$ cat src/hdl/ps2s1_pkg.sv
`timescale 1ns / 1ps
// ----------------------------------------------------------------------------
// ps2s1_pkg
// Shared widths, scan code constants and key table lookups for the PS/2
// scan code set 1 decoder.
// ----------------------------------------------------------------------------
package ps2s1_pkg;

  localparam int unsigned BYTE_W = 8;
  localparam int unsigned MAKE_W = 7;

  localparam logic [BYTE_W-1:0] BYTE_E0 = 8'hE0;
  localparam logic [BYTE_W-1:0] BYTE_E1 = 8'hE1;
  localparam logic [BYTE_W-1:0] BYTE_2A = 8'h2A;
  localparam logic [BYTE_W-1:0] BYTE_B7 = 8'hB7;
  localparam logic [BYTE_W-1:0] BYTE_37 = 8'h37;
  localparam logic [BYTE_W-1:0] BYTE_AA = 8'hAA;
  localparam logic [BYTE_W-1:0] BYTE_1D = 8'h1D;
  localparam logic [BYTE_W-1:0] BYTE_45 = 8'h45;
  localparam logic [BYTE_W-1:0] BYTE_9D = 8'h9D;
  localparam logic [BYTE_W-1:0] BYTE_C5 = 8'hC5;

  localparam logic [BYTE_W-1:0] KEY_PRINT = 8'hB7;
  localparam logic [BYTE_W-1:0] KEY_PAUSE = 8'hC5;

  // base key table: make codes 01..53, 56, 57, 58
  function automatic logic base_known(input logic [MAKE_W-1:0] mk);
    logic hit;
    hit = (mk inside {[7'h01:7'h53], 7'h56, 7'h57, 7'h58});
    return hit;
  endfunction

  // extended (e0) key table
  function automatic logic ext_known(input logic [MAKE_W-1:0] mk);
    logic hit;
    hit = (mk inside {7'h1C, 7'h1D, 7'h35, 7'h38, 7'h47, 7'h48, 7'h49, 7'h4B,
                      7'h4D, 7'h4F, 7'h50, 7'h51, 7'h52, 7'h53, 7'h5B, 7'h5C,
                      7'h5D});
    return hit;
  endfunction

endpackage

$ cat src/hdl/ps2s1_if.sv
`timescale 1ns / 1ps
// ----------------------------------------------------------------------------
// ps2s1 channel interfaces
// Valid/ready channels for scan bytes in and key events out.
// ----------------------------------------------------------------------------
interface ps2s1_byte_if;
  logic                          valid;
  logic                          ready;
  logic [ps2s1_pkg::BYTE_W-1:0]  scan_byte;

  modport source (output valid, output scan_byte, input ready);
  modport sink   (input valid, input scan_byte, output ready);
endinterface

interface ps2s1_key_if;
  logic                          valid;
  logic                          ready;
  logic [ps2s1_pkg::BYTE_W-1:0]  key_code;
  logic                          released;

  modport source (output valid, output key_code, output released, input ready);
  modport sink   (input valid, input key_code, input released, output ready);
endinterface

$ cat src/hdl/ps2_set1_scancode_decoder.sv
`timescale 1ns / 1ps
// result: an event is decoded from the input register into the result register
// throughput: one scan byte per cycle while the result register is free or the
//   byte makes no event, set by the single decode stage between the registers
// reset: synchronous active-low rst_n empties both registers and returns the
//   sequence state to base
// ----------------------------------------------------------------------------
// ps2_set1_scancode_decoder
// Decodes scan code set 1 bytes, including the e0 prefix and the print screen
// and pause sequences, into key press and release events.
// ----------------------------------------------------------------------------
module ps2_set1_scancode_decoder (
  input  logic              clk,
  input  logic              rst_n,
  ps2s1_byte_if.sink        in_chan,
  ps2s1_key_if.source       out_chan
);

  typedef enum logic [3:0] {
    ST_BASE      = 4'd0,
    ST_E0        = 4'd1,
    ST_PRT_MK_E0 = 4'd2,
    ST_PRT_MK_37 = 4'd3,
    ST_PRT_BK_E0 = 4'd4,
    ST_PRT_BK_AA = 4'd5,
    ST_PAU_1D    = 4'd6,
    ST_PAU_45    = 4'd7,
    ST_PAU_E1    = 4'd8,
    ST_PAU_9D    = 4'd9,
    ST_PAU_C5    = 4'd10
  } seq_state_t;

  seq_state_t                    state_r, state_nxt;
  logic                          in_v_r;
  logic [ps2s1_pkg::BYTE_W-1:0]  byte_r;
  logic                          out_v_r;
  logic [ps2s1_pkg::BYTE_W-1:0]  code_r;
  logic                          rel_r;

  logic [ps2s1_pkg::MAKE_W-1:0]  mk;
  seq_state_t                    base_st;
  logic                          base_hit;
  logic                          hit;
  logic [ps2s1_pkg::BYTE_W-1:0]  code;
  logic                          rel;
  logic                          out_free;
  logic                          consume;

  // byte handled as a base byte
  always_comb begin
    mk       = byte_r[ps2s1_pkg::MAKE_W-1:0];
    base_hit = 1'b0;
    if (byte_r == ps2s1_pkg::BYTE_E0) begin
      base_st = ST_E0;
    end else if (byte_r == ps2s1_pkg::BYTE_E1) begin
      base_st = ST_PAU_1D;
    end else begin
      base_st  = ST_BASE;
      base_hit = ps2s1_pkg::base_known(mk);
    end
  end

  always_comb begin
    state_nxt = base_st;
    hit       = base_hit;
    code      = {1'b0, mk};
    rel       = byte_r[ps2s1_pkg::BYTE_W-1];
    case (state_r)
      ST_BASE: begin
      end
      ST_E0: begin
        hit  = 1'b0;
        code = {1'b1, mk};
        if (byte_r == ps2s1_pkg::BYTE_2A) begin
          state_nxt = ST_PRT_MK_E0;
        end else if (byte_r == ps2s1_pkg::BYTE_B7) begin
          state_nxt = ST_PRT_BK_E0;
        end else begin
          state_nxt = ST_BASE;
          hit       = ps2s1_pkg::ext_known(mk);
        end
      end
      ST_PRT_MK_E0: begin
        if (byte_r == ps2s1_pkg::BYTE_E0) begin
          state_nxt = ST_PRT_MK_37;
          hit       = 1'b0;
        end
      end
      ST_PRT_MK_37: begin
        if (byte_r == ps2s1_pkg::BYTE_37) begin
          state_nxt = ST_BASE;
          hit       = 1'b1;
          code      = ps2s1_pkg::KEY_PRINT;
          rel       = 1'b0;
        end
      end
      ST_PRT_BK_E0: begin
        if (byte_r == ps2s1_pkg::BYTE_E0) begin
          state_nxt = ST_PRT_BK_AA;
          hit       = 1'b0;
        end
      end
      ST_PRT_BK_AA: begin
        if (byte_r == ps2s1_pkg::BYTE_AA) begin
          state_nxt = ST_BASE;
          hit       = 1'b1;
          code      = ps2s1_pkg::KEY_PRINT;
          rel       = 1'b1;
        end
      end
      ST_PAU_1D: begin
        if (byte_r == ps2s1_pkg::BYTE_1D) begin
          state_nxt = ST_PAU_45;
          hit       = 1'b0;
        end
      end
      ST_PAU_45: begin
        if (byte_r == ps2s1_pkg::BYTE_45) begin
          state_nxt = ST_PAU_E1;
          hit       = 1'b0;
        end
      end
      ST_PAU_E1: begin
        if (byte_r == ps2s1_pkg::BYTE_E1) begin
          state_nxt = ST_PAU_9D;
          hit       = 1'b0;
        end
      end
      ST_PAU_9D: begin
        if (byte_r == ps2s1_pkg::BYTE_9D) begin
          state_nxt = ST_PAU_C5;
          hit       = 1'b0;
        end
      end
      ST_PAU_C5: begin
        if (byte_r == ps2s1_pkg::BYTE_C5) begin
          state_nxt = ST_BASE;
          hit       = 1'b1;
          code      = ps2s1_pkg::KEY_PAUSE;
          rel       = 1'b0;
        end
      end
      default: begin
        // unreachable encoding: drop the byte
        state_nxt = ST_BASE;
        hit       = 1'b0;
      end
    endcase
  end

  // a byte with no event never waits for the result register
  assign out_free      = !out_v_r || out_chan.ready;
  assign consume       = in_v_r && (!hit || out_free);
  assign in_chan.ready = !in_v_r || consume;

  always_ff @(posedge clk) begin
    if (!rst_n) begin
      state_r <= ST_BASE;
      in_v_r  <= 1'b0;
      out_v_r <= 1'b0;
    end else begin
      if (in_chan.ready) begin
        in_v_r <= in_chan.valid;
        byte_r <= in_chan.scan_byte;
      end
      if (consume) begin
        state_r <= state_nxt;
      end
      if (consume && hit) begin
        out_v_r <= 1'b1;
        code_r  <= code;
        rel_r   <= rel;
      end else if (out_chan.ready) begin
        out_v_r <= 1'b0;
      end
    end
  end

  assign out_chan.valid    = out_v_r;
  assign out_chan.key_code = code_r;
  assign out_chan.released = rel_r;

endmodule

$ cat src/flat_wrapper.sv
// flat-port wrapper written by rule: the top's interface ports become plain ports
module ps2_set1_scancode_decoder_flat 
  (clk, rst_n, in_chan_valid, in_chan_scan_byte, in_chan_ready, out_chan_valid, out_chan_key_code, out_chan_released, out_chan_ready);
  ps2s1_byte_if in_chan_i ();
  ps2s1_key_if out_chan_i ();
  input  logic clk;
  input  logic rst_n;
  input wire logic [$bits(in_chan_i.valid)-1:0] in_chan_valid;
  input wire logic [$bits(in_chan_i.scan_byte)-1:0] in_chan_scan_byte;
  output wire logic [$bits(in_chan_i.ready)-1:0] in_chan_ready;
  output wire logic [$bits(out_chan_i.valid)-1:0] out_chan_valid;
  output wire logic [$bits(out_chan_i.key_code)-1:0] out_chan_key_code;
  output wire logic [$bits(out_chan_i.released)-1:0] out_chan_released;
  input wire logic [$bits(out_chan_i.ready)-1:0] out_chan_ready;
  assign in_chan_i.valid = in_chan_valid;
  assign in_chan_i.scan_byte = in_chan_scan_byte;
  assign in_chan_ready = in_chan_i.ready;
  assign out_chan_valid = out_chan_i.valid;
  assign out_chan_key_code = out_chan_i.key_code;
  assign out_chan_released = out_chan_i.released;
  assign out_chan_i.ready = out_chan_ready;
  ps2_set1_scancode_decoder u_core (.clk(clk), .rst_n(rst_n), .in_chan(in_chan_i), .out_chan(out_chan_i));
endmodule
$ cat config.mk
export PLATFORM = sky130hd
export DESIGN_NAME = ps2_set1_scancode_decoder_flat
export DESIGN_NICKNAME = d
export VERILOG_FILES = /design/src/hdl/ps2s1_pkg.sv /design/src/hdl/ps2s1_if.sv /design/src/hdl/ps2_set1_scancode_decoder.sv /design/src/flat_wrapper.sv
export SDC_FILE = /design/constraint.sdc
export NUM_CORES = 1
export LEC_CHECK = 0
export BUFFER_PORTS_ARGS = -buffer_cell sky130_fd_sc_hd__buf_4
export CORE_AREA = 2 2 71 73
export DETAILED_ROUTE_END_ITERATION = 10
export DIE_AREA = 0 0 73 75
export HOLD_SLACK_MARGIN = 0.12
export MAX_ROUTING_LAYER = met4
export PLACE_DENSITY = 0.62
export SETUP_SLACK_MARGIN = 0.3
export SYNTH_ARGS = -nofsm -noshare
export SYNTH_HDL_FRONTEND = slang
export SYNTH_SLANG_ARGS = --single-unit
export TNS_END_PERCENT = 10
$ cat constraint.sdc
create_clock -name clk -period 3.75 [get_ports clk]
set_clock_uncertainty 0.1 [all_clocks]
set_input_delay 0 -clock clk [delete_from_list [all_inputs] [get_ports clk]]
set_output_delay 0 -clock clk [all_outputs]
set_load 0.01 [all_outputs]
Yosys cells after proc, flatten, opt, wreduce, memory -nomap -nowiden
Cells that the tools add are included. W data, S select, Z words.

Register bits: 23. Logic and storage cells: 101. Output and inout port bits: 11.

$lt $le $gt $ge: 2. Reductions and logical operators: 16. Mux-type cells: 37. Eq/ne operators: 40.

Operators by type and width (number): $eq A7 B7 Y1 const B (16); $eq A8 B8 Y1 const B (6); $mux W4 (11); $pmux W4 S11 (1); $pmux W8 S4 (1); $mux W8 (3); $mux W1 (17); $reduce_bool A17 Y1 (1); $eq A4 B3 Y1 const B (4); $eq A8 B6 Y1 const B (2); $eq A7 B5 Y1 const B (2); $eq A7 B6 Y1 const B (2); $eq A4 B4 Y1 const B (3); $pmux W1 S10 (1); $eq A4 B2 Y1 const B (2); $eq A8 B5 Y1 const B (1); $eq A8 B7 Y1 const B (1); $ge A7 B1 Y1 const B (1); $le A7 B7 Y1 const B (1); $mux W3 (2); $eq A4 B1 Y1 const B (1); $logic_not A4 Y1 (1); $reduce_and A2 Y1 (2); $reduce_bool A4 Y1 (1); other kinds (6) (12).

Longest topological paths before layout
Word-level depth: 12. Mapped depth: 7. Depth with buffers taken out: 6.

Worst setup path before layout
OpenSTA, ideal clock, no wires.

Path type: register -> register. Start point: register u_core.byte_r[5] (netlist name). End point: register u_core.byte_r[0] (netlist name) (enable). Library setup time: 0.371 ns. Cell stages (with the launch flop): 7. Setup slack: 1.113 ns. Data arrival time: 2.166 ns. Required time: 3.279 ns. Buffers on the path: 0. Period minus slack after synthesis: 2.637 ns. Cells stage by stage: edfxtp_1 -> nand4bb_1 -> or4_1 -> and2_4 -> o31ai_1 -> a21oi_1 -> nor2_1.

Cells in the longest elaborated chain, start to end: 12. Elaborated cells on any way between the ends: 53. Classes of those cells: 2 x order compare; 30 x eq/ne; 13 x mux; 8 x reduce/logical.

RTL lines: start, declared (RTL line ps2_set1_scancode_decoder.sv:35) `logic [ps2s1_pkg::BYTE_W-1:0] byte_r;`; start signal, assigned (RTL line ps2_set1_scancode_decoder.sv:164) `byte_r <= in_chan.scan_byte;`; $ge A7 B1 Y1 or $le A7 B7 Y1 (tied branches) (RTL line ps2s1_pkg.sv:29) `hit = (mk inside {[7'h01:7'h53], 7'h56, 7'h57, 7'h58});`; $logic_and A1 B1 Y1 (RTL line ps2s1_pkg.sv:29); $reduce_bool A4 Y1 (RTL line ps2s1_pkg.sv:29); $mux W1 (RTL line ps2_set1_scancode_decoder.sv:55) `end else if (byte_r == ps2s1_pkg::BYTE_E1) begin`; $mux W1 (RTL line ps2_set1_scancode_decoder.sv:53) `if (byte_r == ps2s1_pkg::BYTE_E0) begin`; $mux W1, or another cell as far along (RTL line ps2_set1_scancode_decoder.sv:136) `if (byte_r == ps2s1_pkg::BYTE_C5) begin`; $pmux W1 S10 * (RTL line ps2_set1_scancode_decoder.sv:68) `case (state_r)`; $logic_not A1 Y1 * (RTL line ps2_set1_scancode_decoder.sv:153) `assign consume = in_v_r && (!hit || out_free);`; $logic_or A1 B1 Y1 * (RTL line ps2_set1_scancode_decoder.sv:153); $logic_and A1 B1 Y1 * (RTL line ps2_set1_scancode_decoder.sv:153); $logic_or A1 B1 Y1 * (RTL line ps2_set1_scancode_decoder.sv:154) `assign in_chan.ready = !in_v_r || consume;`; $reduce_and A2 Y1 (no line) *.

Every way passes the cells marked *; elsewhere a longest branch is shown, timed or not. A chain may end at the register's enable or synchronous reset.

Worst setup path after layout
Start point: register u_core.byte_r[1] (netlist name). End point: register u_core.in_v_r.

Cells in the longest elaborated chain, start to end: 11. Elaborated cells on any way between the ends: 52. Classes of those cells: 2 x order compare; 30 x eq/ne; 13 x mux; 7 x reduce/logical.

RTL lines: $ge A7 B1 Y1 or $le A7 B7 Y1 (tied branches) (RTL line ps2s1_pkg.sv:29); $logic_and A1 B1 Y1 (RTL line ps2s1_pkg.sv:29); $reduce_bool A4 Y1 (RTL line ps2s1_pkg.sv:29); $mux W1 (RTL line ps2_set1_scancode_decoder.sv:55); $mux W1 (RTL line ps2_set1_scancode_decoder.sv:53); $mux W1, or another cell as far along (RTL line ps2_set1_scancode_decoder.sv:136); $pmux W1 S10 * (RTL line ps2_set1_scancode_decoder.sv:68); $logic_not A1 Y1 * (RTL line ps2_set1_scancode_decoder.sv:153); $logic_or A1 B1 Y1 * (RTL line ps2_set1_scancode_decoder.sv:153); $logic_and A1 B1 Y1 * (RTL line ps2_set1_scancode_decoder.sv:153); $logic_or A1 B1 Y1 * (RTL line ps2_set1_scancode_decoder.sv:154); end signal, assigned (RTL line ps2_set1_scancode_decoder.sv:163) `in_v_r <= in_chan.valid;`; end, declared (RTL line ps2_set1_scancode_decoder.sv:34) `logic in_v_r;`.

Marked as above.

==> impl_results.md <==
* Post-synth top flop: edfxtp_1
* Dominant cell type by area after synthesis: edfxtp_1
* Final-layout fill cell count at between 400 and 500
* First-pass GRT wire length at about 6000 um
* Die Width at roughly 73 um
* Synth top area share at 0.3195
* First DRT Iteration DRCs at between 80 and 90
* Initial Utilization at 0.3428
* Critical path capture point type: flop
* DRC Markers at 0
* Placer congestion estimate at 0.8750
* Status: finished, final reports clean
* Most common cell after layout, fill and taps aside: buf_4
* Total gr overflow at 0
* Period utilisation layout at 0.7983
* RSZ-0062 raised after global routing: no
* I/O pins at 23
* Routed via count at ~1400
* P&R area growth vs syn at 21.53%
* Worst-path clk slew at 90 ps
* Initial antenna violation count at 0
* Final setup fails at 0
* Total negative setup slack at 0 ps
* Clock root buffer: clkbuf_8
* Total Routing Usage GR at 0.1423
* Worst vdd ir at between 0.00015 and 0.0002 V
* Netlist cell types at between 50 and 60
* Type of the tightest min-delay check: primary input to flop
* Most frequent cells in the layout: buf_4, edfxtp_1, nand2_1
* Wirelength per Cell at 13.74 um
* Slew Limit Fails at 0
* Yosys warning count at 0
* Synth top area cells: edfxtp_1, dfxtp_1, clkbuf_1
* Drt first pass iters at 4
* Largest net degree at the start of global routing at 19
* EDFF count, synth at 17
* # diodes at 0
* Nets at 210
* FF+latch count, synth at 23
* Max Cap Viol at 0
* CTS tree: done
* Drt via density at roughly 5.7
* Final min period at around 3000 ps
* Vias in the first global route at approximately 1300
* Slew margin rel. at 0.6221
* Avg Cell Area, Syn at a little over 9 sq um
* Die ar. at between 5000 and 6000 sq um
* CTS Buffer Depth at 2
* Final hold violations at 0
* Chip height at about 75 um
* # port buffers at 22
* Pwr Density at between 200 and 300 nW/um^2
* Crit path kind: flop to flop
* Syn nets at 187
* Synth async-reset ratio at 0
* Seq/Total Area, Yosys at 0.3947
* Later-pin clock latency in the skew report at about 270 ps
* Setup crit start kind: flop
* Tot Pwr at 0.5182 mW
* CTS buffer count at 3
* Placed wire-length estimate at ~2400 um
* Cell row count at 25
* Final WL at roughly 3400 um
* Fmax at approximately 330 MHz
* H-tree Lvls at 1
* Post-Syn Instances at approximately 180
* Worst Max-Slew Pin Slew at 564.7 ps
* Core area at ~4700 sq um
* P_leak at ~0.68 nW
* # clock sinks at 23
* Endpoint arrival time on the critical path at around 3100 ps
* Crit path max fanout at 14
* Final antenna-violating net count at 0
* Syn Std Cell Area at ~1600 sq um
* Required @ worst endpoint at ~3800 ps
* Share of layout cells above drive strength 1 at 0.1726
[path summary, 6_finish.rpt]
path | startpoint | slack [ps] | end | depth (start not counted)
worst max-delay path | u_core.byte_r[1] | 760 | u_core.in_v_r | 7
worst min-delay path | out_chan_ready | 160 | u_core.state_r[3] | 5
worst max register to register | u_core.byte_r[1] | 760 | u_core.in_v_r | 7
worst min register to register | u_core.state_r[2] | 480 | u_core.state_r[2] | 2
[kinds of logic (layout without fill, tap and decap cells)]
| kind of cell | Yosys count | in the layout | synth area share |
|---|---|---|---|
| AND/OR/NAND/NOR | 82 | 82 | 0.3070 |
| XOR/XNOR | 1 | 1 | 0.005483 |
| flip-flops | 23 | 23 | 0.3947 |
| buffers and inverters | 23 | 45 | 0.05481 |
| multiplexers | 5 | 5 | 0.03132 |
| AO/OA/AOI/OAI | 41 | 41 | 0.2067 |
[cells in the mapped netlist, drive strengths merged (2+ instances only)]
cell	n
a221oi	2
and2	2
and3	3
nand2b	7
nand2	14
nand4bb	2
nor3	5
or3	2
edfxtp	17
buf	3
nor2b	6
nand3b	2
nor4b	3
o21a	4
nand4b	2
and4b	2
nor2	12
clkbuf	14
or4	2
nand3	7
mux2i	5
dfxtp	6
a31o	2
o31ai	4
o22a	2
o21ai	3
o41ai	2
a21boi	3
a211oi	5
a21oi	7
inv	6
nand4	5
[critical path: stages (launching register included)]
cell           delay [ps]
edfxtp_1              570
nand4bb_1             280
or4_1                 560
and2_4                200
o31ai_1               310
a21oi_1               150
o21a_1                180
dlygate4sd3_1         540
[routing by layer]
| layer | vias up | global-route usage | share of wire |
|---|---|---|---|
| li1 | 708 | - | - |
| met1 | 671 | 0.1877 | 0.46 |
| met2 | 45 | 0.2162 | 0.47 |
| met3 | 7 | 0.02677 | 0.051 |
| met4 | 0 | 0.05556 | 0.023 |
| met5 | - | - | 0 |
[sequential cells by signal (all words and copies together), names as in the netlist]
name                      cells
u_core.out_chan.valid         1
u_core.byte_r                 8
u_core.in_v_r                 1
u_core.state_r                4
u_core.out_chan.key_code      8
u_core.out_chan.released      1
[cell type report]
cell class	instances	area, sq um	area share
multi-input cells	129	879.6	0.4530
flip-flops and latches	23	630.6	0.3247
repair buffers	35	292.8	0.1508
well taps	54	67.56	0.03479
clock buffers	3	41.29	0.02126
inverters	6	22.52	0.01160
clock inverters	1	7.507	0.003866
[repair_timing]
item | CTS | global route
endpoints found under the hold margin | 14 | 0
hold buffers | 12 | 0
resized for setup | 0 | 0
setup buffers | 0 | 0
[metrics by stage]
stage | cell area [sq um] | hold WS (ps) | setup WS [ps] | std cells | utilization
2_1_floorplan | 1598 | -1.131 | 1113 | 175 | -
4_1_cts | 1942 | 155.3 | 730.2 | 251 | 0.4166
3_3_place_gp | 1773 | 79.15 | 813.9 | 235 | 0.3804
6_report | 1942 | 156.3 | 756.5 | 251 | 0.4166
3_5_place_dp | 1773 | 79.45 | 756.3 | 235 | 0.3804
5_1_grt | 1942 | 168.0 | 532.2 | 251 | 0.4166
[power by group]
| part | internal (mW) | switching (mW) |
|---|---|---|
| combinational | 0.0326 | 0.0217 |
| sequential | 0.282 | 0.0169 |
| clock | 0.0755 | 0.0892 |
| total | 0.390 | 0.128 |
No activity file was read; power rests on OpenSTA's default activity.
